`src/rtl/core/binomial_coefficient_unit_defines.svh`:
```
// ----------------------------------------------------------------------------
// binomial_coefficient_unit_defines.svh
// Assertion macros shared by the binomial coefficient unit.
// ----------------------------------------------------------------------------
`ifndef BINOMIAL_COEFFICIENT_UNIT_DEFINES_SVH
`define BINOMIAL_COEFFICIENT_UNIT_DEFINES_SVH

// property must hold at every clock edge outside reset
`define BCU_ASSERT(lbl, clk, rst_n, prop) \
	lbl: assert property (@(posedge clk) disable iff (!rst_n) prop) else $error("%m: lbl failed");

// expression must never be true outside reset
`define BCU_NEVER(lbl, clk, rst_n, expr) \
	lbl: assert property (@(posedge clk) disable iff (!rst_n) !(expr)) else $error("%m: lbl failed");

`endif

```
`src/rtl/core/bcu_pkg.sv`:
```
// ----------------------------------------------------------------------------
// bcu_pkg
// Types and constants of the binomial coefficient unit.
// ----------------------------------------------------------------------------
package bcu_pkg;

	localparam int N_W     = 6;   // n_total / k_chosen width
	localparam int COEF_W  = 59;  // result width
	localparam int ACC_W   = 64;  // working value width
	localparam int N_MAX_D = 62;  // default saturation limit for n

	typedef enum logic [2:0] {
		S_IDLE,
		S_CHECK,
		S_MUL,
		S_START,
		S_WAIT,
		S_DONE
	} state_t;

	typedef struct packed {
		logic busy;
		logic done;
	} div_status_t;

endpackage

```
`src/rtl/core/bcu_div.sv`:
```
// ----------------------------------------------------------------------------
// bcu_div
// Restoring radix-2 divider, one quotient bit per cycle.
// ----------------------------------------------------------------------------
module bcu_div #(
	parameter int DW = bcu_pkg::ACC_W,
	parameter int VW = bcu_pkg::N_W
) (
	input  logic                 clk,
	input  logic                 arst_n,
	input  logic                 start,
	input  logic [DW-1:0]        dividend,
	input  logic [VW-1:0]        divisor,
	output logic [DW-1:0]        quotient,
	output bcu_pkg::div_status_t status
);

	localparam int CNT_W = $clog2(DW + 1);

	logic [VW-1:0]    rem_q;
	logic [DW-1:0]    quo_q;
	logic [VW-1:0]    dvs_q;
	logic [CNT_W-1:0] cnt_q;
	logic             busy_q;
	logic             done_q;
	logic [VW+1:0]    trial;

	// shift in next dividend bit and try subtracting
	assign trial = {1'b0, rem_q, quo_q[DW-1]} - {2'b00, dvs_q};

	always_ff @(posedge clk or negedge arst_n) begin
		if (!arst_n) begin
			busy_q <= 1'b0;
			done_q <= 1'b0;
			cnt_q  <= '0;
		end else begin
			done_q <= 1'b0;
			if (start && !busy_q) begin
				busy_q <= 1'b1;
				cnt_q  <= CNT_W'(DW);
			end else if (busy_q) begin
				cnt_q <= cnt_q - CNT_W'(1);
				if (cnt_q == CNT_W'(1)) begin
					busy_q <= 1'b0;
					done_q <= 1'b1;
				end
			end
		end
	end

	always_ff @(posedge clk) begin
		if (start && !busy_q) begin
			rem_q <= '0;
			quo_q <= dividend;
			dvs_q <= divisor;
		end else if (busy_q) begin
			if (trial[VW+1]) begin
				rem_q <= {rem_q[VW-2:0], quo_q[DW-1]};
				quo_q <= {quo_q[DW-2:0], 1'b0};
			end else begin
				rem_q <= trial[VW-1:0];
				quo_q <= {quo_q[DW-2:0], 1'b1};
			end
		end
	end

	assign quotient    = quo_q;
	assign status.busy = busy_q;
	assign status.done = done_q;

endmodule

```
`src/rtl/core/binomial_coefficient_unit.sv`:
```
// ----------------------------------------------------------------------------
// binomial_coefficient_unit
// Exact binomial coefficient C(n_total, k_chosen) with a shared divider.
// ----------------------------------------------------------------------------
// One transaction on the input side (n_total, k_chosen) yields exactly one
// transaction on the output side carrying C(n, k). n above N_MAX saturates to
// N_MAX; k above n gives 0; k is folded to n-k when that is smaller, and a
// folded k of 0 gives 1. Otherwise a 64-bit running value starts at n and for
// i = 2..k is multiplied by (n-i+1) in a 64x6 multiplier and divided exactly
// by i in the shared restoring divider (one quotient bit a cycle). Each round
// passes through S_CHECK, S_MUL, S_START and S_WAIT; a finished item then
// waits in S_DONE while out_ready holds back the previous result. in_ready
// is high only while the sequencer is idle; the result sits in an output
// register, so a new transaction can be taken while it waits for out_ready.
// ----------------------------------------------------------------------------
`include "binomial_coefficient_unit_defines.svh"

module binomial_coefficient_unit #(
	parameter int N_MAX = bcu_pkg::N_MAX_D
) (
	input  logic                       clk,
	input  logic                       arst_n,
	input  logic                       in_valid,
	output logic                       in_ready,
	input  logic [bcu_pkg::N_W-1:0]    n_total,
	input  logic [bcu_pkg::N_W-1:0]    k_chosen,
	output logic                       out_valid,
	input  logic                       out_ready,
	output logic [bcu_pkg::COEF_W-1:0] coefficient
);

	localparam int NW = bcu_pkg::N_W;
	localparam int AW = bcu_pkg::ACC_W;
	localparam logic [NW-1:0] NMAX_C = NW'(N_MAX);

	bcu_pkg::state_t state_q, state_d;

	logic [NW-1:0]           n_q;     // saturated n
	logic [NW-1:0]           kf_q;    // folded k
	logic [NW-1:0]           i_q;     // round index
	logic [AW-1:0]           acc_q;   // running value
	logic [bcu_pkg::COEF_W-1:0] coef_q;
	logic                    out_valid_q;

	logic                    in_fire;
	logic                    out_free;
	logic [NW-1:0]           n_sat;
	logic [NW-1:0]           k_fold;
	logic [AW-1:0]           acc_init;
	logic [NW-1:0]           factor;
	logic [AW+NW-1:0]        product;
	logic [AW-1:0]           quotient;
	logic                    div_start;
	bcu_pkg::div_status_t    div_st;

	assign in_fire  = in_valid && in_ready;
	assign out_free = !out_valid_q || out_ready;

	// argument prep: saturate n, zero on k > n, fold k
	always_comb begin
		n_sat = (n_total > NMAX_C) ? NMAX_C : n_total;
		if (k_chosen > n_sat) begin
			k_fold   = '0;
			acc_init = '0;
		end else begin
			k_fold = ({1'b0, k_chosen, 1'b0} > {2'b00, n_sat}) ? (n_sat - k_chosen) : k_chosen;
			acc_init = (k_fold == '0) ? AW'(1) : AW'(n_sat);
		end
	end

	assign factor  = n_q - i_q + NW'(1);
	assign product = acc_q * factor;

	// next state
	always_comb begin
		state_d = state_q;
		case (state_q)
			bcu_pkg::S_IDLE:  if (in_valid) state_d = bcu_pkg::S_CHECK;
			bcu_pkg::S_CHECK: state_d = (i_q > kf_q) ? bcu_pkg::S_DONE : bcu_pkg::S_MUL;
			bcu_pkg::S_MUL:   state_d = bcu_pkg::S_START;
			bcu_pkg::S_START: state_d = bcu_pkg::S_WAIT;
			bcu_pkg::S_WAIT:  if (div_st.done) state_d = bcu_pkg::S_CHECK;
			bcu_pkg::S_DONE:  if (out_free) state_d = bcu_pkg::S_IDLE;
			default:          state_d = bcu_pkg::S_IDLE;
		endcase
	end

	// outputs of the sequencer
	always_comb begin
		in_ready  = 1'b0;
		div_start = 1'b0;
		case (state_q)
			bcu_pkg::S_IDLE:  in_ready  = 1'b1;
			bcu_pkg::S_START: div_start = 1'b1;
			default: begin
				in_ready  = 1'b0;
				div_start = 1'b0;
			end
		endcase
	end

	always_ff @(posedge clk or negedge arst_n) begin
		if (!arst_n) begin
			state_q     <= bcu_pkg::S_IDLE;
			out_valid_q <= 1'b0;
		end else begin
			state_q <= state_d;
			if (state_q == bcu_pkg::S_DONE && out_free) begin
				out_valid_q <= 1'b1;
			end else if (out_ready) begin
				out_valid_q <= 1'b0;
			end
		end
	end

	// datapath registers
	always_ff @(posedge clk) begin
		if (in_fire) begin
			n_q   <= n_sat;
			kf_q  <= k_fold;
			i_q   <= NW'(2);
			acc_q <= acc_init;
		end else if (state_q == bcu_pkg::S_MUL) begin
			acc_q <= product[AW-1:0];
		end else if (state_q == bcu_pkg::S_WAIT && div_st.done) begin
			acc_q <= quotient;
			i_q   <= i_q + NW'(1);
		end
		if (state_q == bcu_pkg::S_DONE && out_free) begin
			coef_q <= acc_q[bcu_pkg::COEF_W-1:0];
		end
	end

	bcu_div #(
		.DW(AW),
		.VW(NW)
	) u_div (
		.clk      (clk),
		.arst_n   (arst_n),
		.start    (div_start),
		.dividend (acc_q),
		.divisor  (i_q),
		.quotient (quotient),
		.status   (div_st)
	);

	assign out_valid   = out_valid_q;
	assign coefficient = coef_q;

	// divider is only kicked while idle
	`BCU_NEVER(a_div_start_idle, clk, arst_n, div_start && div_st.busy)
	// divider completion only seen while waiting on it
	`BCU_ASSERT(a_div_done_wait, clk, arst_n, div_st.done |-> state_q == bcu_pkg::S_WAIT)
	// a multiply round never runs past the folded k
	`BCU_ASSERT(a_round_range, clk, arst_n, state_q == bcu_pkg::S_MUL |-> (i_q >= NW'(2)) && (i_q <= kf_q))
	// accepted transaction starts the round check
	`BCU_ASSERT(a_accept_check, clk, arst_n, in_fire |=> state_q == bcu_pkg::S_CHECK)
	// pending result is not overwritten
	`BCU_ASSERT(a_out_hold, clk, arst_n, out_valid_q && !out_ready |=> $stable(coef_q) && out_valid_q)

endmodule

```
`config.mk`:
```
export PLATFORM = sky130hd
export DESIGN_NAME = binomial_coefficient_unit
export DESIGN_NICKNAME = d
export VERILOG_FILES = /design/src/rtl/core/bcu_pkg.sv /design/src/rtl/core/bcu_div.sv /design/src/rtl/core/binomial_coefficient_unit.sv
export VERILOG_INCLUDE_DIRS = /design/src /design/src/rtl/core
export SDC_FILE = /design/constraint.sdc
export NUM_CORES = 1
export LEC_CHECK = 0
export ABC_AREA = 1
export BUFFER_PORTS_ARGS = -buffer_cell sky130_fd_sc_hd__buf_2
export CAP_MARGIN = 0
export CORE_UTILIZATION = 65
export CTS_CLUSTER_DIAMETER = 50
export DETAILED_ROUTE_END_ITERATION = 6
export HOLD_SLACK_MARGIN = 0.03
export PLACE_DENSITY = 0.81
export SYNTH_ARGS = -nofsm -noshare
export SYNTH_HDL_FRONTEND = slang
export SYNTH_SLANG_ARGS = --single-unit
```
`constraint.sdc`:
```
create_clock -name clk -period 14.1 [get_ports clk]
set_clock_uncertainty 0.2 [all_clocks]
set_input_delay 2.82 -clock clk [delete_from_list [all_inputs] [get_ports clk]]
set_output_delay 2.82 -clock clk [all_outputs]
set_load 0.01 [all_outputs]
```
Word level (Yosys, flattened, before mapping):

Index checks and enable logic that the tools add are counted.

* bits in registers: 230
* output and inout bits: 61

* $add $sub $neg: 6
* multiply operators: 1
* order comparisons: 4
* eq/ne operators: 9
* mux-type cells: 28
* bitwise operators: 1
* reductions and logical operators: 14

Operators by type and width (count)
* $mux W64: 5
* $mul A64 B6 Y64: 1
* $mux W6: 5
* $pmux W3 S6: 1
* $mux W7: 2
* $add A6 B1 Y6 const B: 2
* $gt A6 B6 Y1: 2
* $mux W3: 4
* $sub A6 B6 Y6: 2
* $mux W1: 11
* $sub A7 B6 Y8: 1
* $eq A7 B1 Y1 const B: 1
* $gt A7 B6 Y1: 1
* $sub A7 B1 Y7 const B: 1
* $eq A3 B2 Y1 const B: 2
* $eq A3 B3 Y1 const B: 2
* $gt A6 B6 Y1 const B: 1
* $logic_not A6 Y1: 1
* $logic_and A1 B1 Y1: 4
* $ne A2 B2 Y1 const B: 2
* $reduce_bool A2 Y1: 2
* $eq A3 B1 Y1 const B: 1
* $logic_not A3 Y1: 1
* $reduce_and A3 Y1: 1
* 6 further kinds: 7

Depth between registers and ports, before layout:

* depth after elaboration: 8
* gate-level depth with buffers: 35
* mapped depth without buffers: 34

Hierarchy:

A second synthesis with hierarchy kept.

* cell total of the unflattened synthesis: 3049
* area, all modules: 23438.7 um2

Modules (own cells, without submodules)
* binomial_coefficient_unit: times used 1, cells each 2632, area each 19528.7 um2
* bcu_div: times used 1, cells each 417, area each 3910.0 um2

Worst setup path before layout:

No wires, ideal clock.

* path type: input-to-reg
* start point: in out_ready
* end point: reg coef_q, in the netlist coefficient[0] (enable)
* data arrival time: 5350 ps
* required time: 13424 ps
* setup slack: 8075 ps
* stages on the path: 2
* cell sequence: nor2_1 > nor2_1

* cells in the longest elaborated chain, start to end: 2

Ends and longest elaborated chain
* start: declaration: RTL line binomial_coefficient_unit.sv:28 `input logic out_ready,`
* $logic_or A1 B1 Y1: RTL line binomial_coefficient_unit.sv:57 `assign out_free = !out_valid_q || out_ready;`
* $logic_and A1 B1 Y1: RTL line binomial_coefficient_unit.sv:129 `if (state_q == bcu_pkg::S_DONE && out_free) begin`
* end signal: assignment: RTL line binomial_coefficient_unit.sv:130 `coef_q <= acc_q[bcu_pkg::COEF_W-1:0];`
* end: declaration: RTL line binomial_coefficient_unit.sv:42 `logic [bcu_pkg::COEF_W-1:0] coef_q;`

No other way between the ends.
A chain may end at the register's enable or synchronous reset.

Final worst setup path:

* start point: reg i_q[1]
* end point: reg acc_q[56], data pin

* cells in the longest elaborated chain, start to end: 5

Ends and longest elaborated chain
* start: declaration: RTL line binomial_coefficient_unit.sv:40 `logic [NW-1:0] i_q;`
* start signal: assignment: RTL line binomial_coefficient_unit.sv:127 `i_q <= i_q + NW'(1);`
* $sub A6 B6 Y6: RTL line binomial_coefficient_unit.sv:71 `assign factor = n_q - i_q + NW'(1);`
* $add A6 B1 Y6: RTL line binomial_coefficient_unit.sv:71
* $mul A64 B6 Y64: RTL line binomial_coefficient_unit.sv:72 `assign product = acc_q * factor;`
* $mux W64: RTL line binomial_coefficient_unit.sv:123 `end else if (state_q == bcu_pkg::S_MUL) begin`
* $mux W64: RTL line binomial_coefficient_unit.sv:118 `if (in_fire) begin`
* end signal: assignment: RTL line binomial_coefficient_unit.sv:122 `acc_q <= acc_init;`
* end signal: assignment: RTL line binomial_coefficient_unit.sv:124 `acc_q <= product[AW-1:0];`
* end signal: assignment: RTL line binomial_coefficient_unit.sv:126 `acc_q <= quotient;`
* end: declaration: RTL line binomial_coefficient_unit.sv:41 `logic [AW-1:0] acc_q;`

No other way between the ends.

==> metrics.md <==
| Metric | Value |
|---|---|
| Final min period | 6920 ps |
| Ant. Diodes | 0 |
| Xor and xnor area share after synthesis | 0.980% |
| Worst-Margin Slew | 1140 ps |
| Antenna violations before repair | 0 |
| Routed len/inst | 19.8 µm |
| Reg area | 6720 µm² |
| Fillers | 2636 |
| Max Clk Rate | 0.144 GHz |
| Max Cap Viol | 0 |
| Clock transition at path regs | 60 ps |
| Min-Delay Path Class | flip-flop to flip-flop |
| Critical path peak fanout | 55 |
| Largest net degree at the start of global routing | 95 |
| Post-Layout Cell Count | 3538 |
| CTS Hold Bufs | 0 |
| Rows | 68 |
| Cell taking the most area after synthesis | edfxtp_1 |
| Post-DP HPWL | 51.6 mm |
| Share of layout cells above drive strength 1 | 7.40% |
| Skew-Pair Late Insertion Delay | 570 ps |
| Synth Area in Compound Gates | 8.15% |
| Gpl congestion | 1.02 |
| Via count | 20.6k |
| Global-route wire length before repair | 110 mm |
| Starting Density | 66.6% |
| Synthesized flop and latch total | 230 |
| Part of the cycle the worst path needs | 49.1% |
| RSZ-0062 raised after global routing | no |
| Hold Path Origin | u_div.cnt_q[2] |
| Largest cells by area after synthesis | edfxtp_1 26%, fa_1 21%, nand2_1 13% |
| R2r startpoint | i_q[1] |
| Starting DRT DRC Count | 2268 |
| Setup TNS | 0 ps |
| Max Root-Sink Buffers | 3 |
| EDFF count, synth | 205 |
| ANT nets after route | 0 |
| Die W | 191 µm |
| Top delay family on crit path | adder cells |
| Worst path bufs/invs | 6 |
| Drc violations | 0 |
| Post-synthesis mux area share | 0% |
| Vias/cell | 5.81 |
| Most frequent cells in the layout | 775 x nand2_1, 683 x inv_1, 285 x nor2_1, 239 x fa_1, 205 x edfxtp_1 |
| Slew HR | 24.1% |
| Total clock buffers created by CTS | 36 |
| Setup CP Type | flip-flop to flip-flop |
| Status | finished clean |
| Synth Instances | 3009 |
| Post-Syn Area | 23200 µm² |
| Ports | 77 |
| Synth Flop Type | edfxtp_1 |
| First-pass DRT Iterations | 7 |
| Crit. End Element | flip-flop |
| Data arrival, critical path | 7040 ps |
| DIE HEIGHT | 191 µm |
| Mapped Nets | 3366 |
| WL final | 70.0 mm |
| Die area | 36500 µm² |
| Critical-path top delay cell | buf_4 |
| Sequential area share after synthesis | 28.9% |
| Post-Synth Adder-Cell Area | 26.1% |
| Crit path largest cell delay | 610 ps |
| Synth top area share | 26.5% |
| Vias in the first global route | 20.6k |
| Final setup violation count | 0 |
| Launch point of the worst path | i_q[1] |
| Tot GR Track Use | 39.3% |
| Synth async-reset ratio | 5.65% |
| Multi-input combinational cell area | 13600 µm² |
| TritonCTS clock tree | done |
| Startpoint types | flip-flop |
| Hold Vio Cnt, Final | 0 |
| Placed Cells | 3474 |
| Most frequent cell on the critical path | inv_1 |
| Nets | 3414 |
| Clk sink count | 230 |
| Setup bufs post-CTS | 0 |
| Largest family of logic cells by synthesized area | adder cells |
| Post-synthesis average cell area | 7.72 µm² |
| Commonest non-fill, non-tap cell in the layout | nand2_1 |
| Distinct cell type count after synthesis | 50 |
| Remaining Overflow, GRT | 0 |
| Slew Viols, Final | 0 |
| Area grow syn2layout | 8.78% |
| Core area | 34900 µm² |
| Root buffer cell | clkbuf_16 |
| Worst path required time | 14220 ps |
| Simple-gate area share of the yosys netlist | 23.1% |
| Ys Warns | 0 |
| PortBufs | 76 |
| PostCTS Resize Cnt | 0 |
| H-Tree Depth | 2 |
registers in the layout, summed over array words and instances (netlist names), 3 cells and up:
signal / count
i_q: 6
u_div.dvs_q: 6
coefficient: 59
u_div.quotient: 64
n_q: 6
acc_q: 64
kf_q: 6
state_q: 3
u_div.rem_q: 6
u_div.cnt_q: 7
cell families (layout without fill, tap and decap cells):
group                    Yosys count  in the layout
flip-flops                       230            230
adder cells (fa/ha/maj)          341            341
AND/OR/NAND/NOR                 1297           1297
buffers and inverters            773            847
XOR/XNOR                          26             26
AO/OA/AOI/OAI                    342            342
per-layer routing:
| metal | GRT usage (%) | vias up | part of all wire, % |
|---|---|---|---|
| met5 | 0 | - | 0 |
| met4 | 14.3 | 0 | 3.4 |
| met3 | 5.86 | 198 | 9.5 |
| met2 | 65.0 | 1234 | 47 |
| met1 | 52.8 | 9806 | 40 |
| li1 | - | 9335 | - |
path summary, 6_finish.rpt:
kind	slack [ps]	to	cells after the start
min	250	u_div.done_q	1
min reg2reg	250	u_div.done_q	1
max in group asynchronous	11530	u_div.cnt_q[1]	1
max	7180	acc_q[56]	27
max reg2reg	7180	acc_q[56]	27
min in group asynchronous	1930	u_div.done_q	1
synthesized netlist by cell type (12+ instances only):
cell type    n
nor3_1      16
buf_1       13
buf_2       20
o211ai_1    14
xor2_1      18
dfrtp_1     13
edfxtp_1   205
a21oi_1    106
inv_1      684
nand3_1    118
nor2_2      19
nor2_1     287
nand2_2     17
fa_1       240
ha_1       101
o21bai_1    36
o21ai_1     20
nand4_1     30
clkbuf_1    43
dfxtp_1     12
o21ai_0    149
nand2_1    778
area by class of cell:
class | count | share of cell area (%)
timing repair buffer | 90 | 1.92
clock buffer | 40 | 3.66
sequential | 230 | 26.6
tap | 455 | 2.25
inverter | 693 | 10.3
multi-input combinational | 2006 | 53.8
clock inverter | 24 | 1.46
metrics by stage:
stage	hold WS (ps)	cell area, µm²	worst slack (ps)	util [%]
after CTS	253	25300	7270	72.4
after detailed placement	244	24000	7310	68.7
after global routing	265	25300	6920	72.4
after global placement	241	24000	7420	68.7
final	250	25300	7180	72.4
after floorplan	219	23200	8070	-
Power is left out: the tool's default activity adds up to more than one toggle a clock period on the data nets, which glitch-free logic cannot reach.
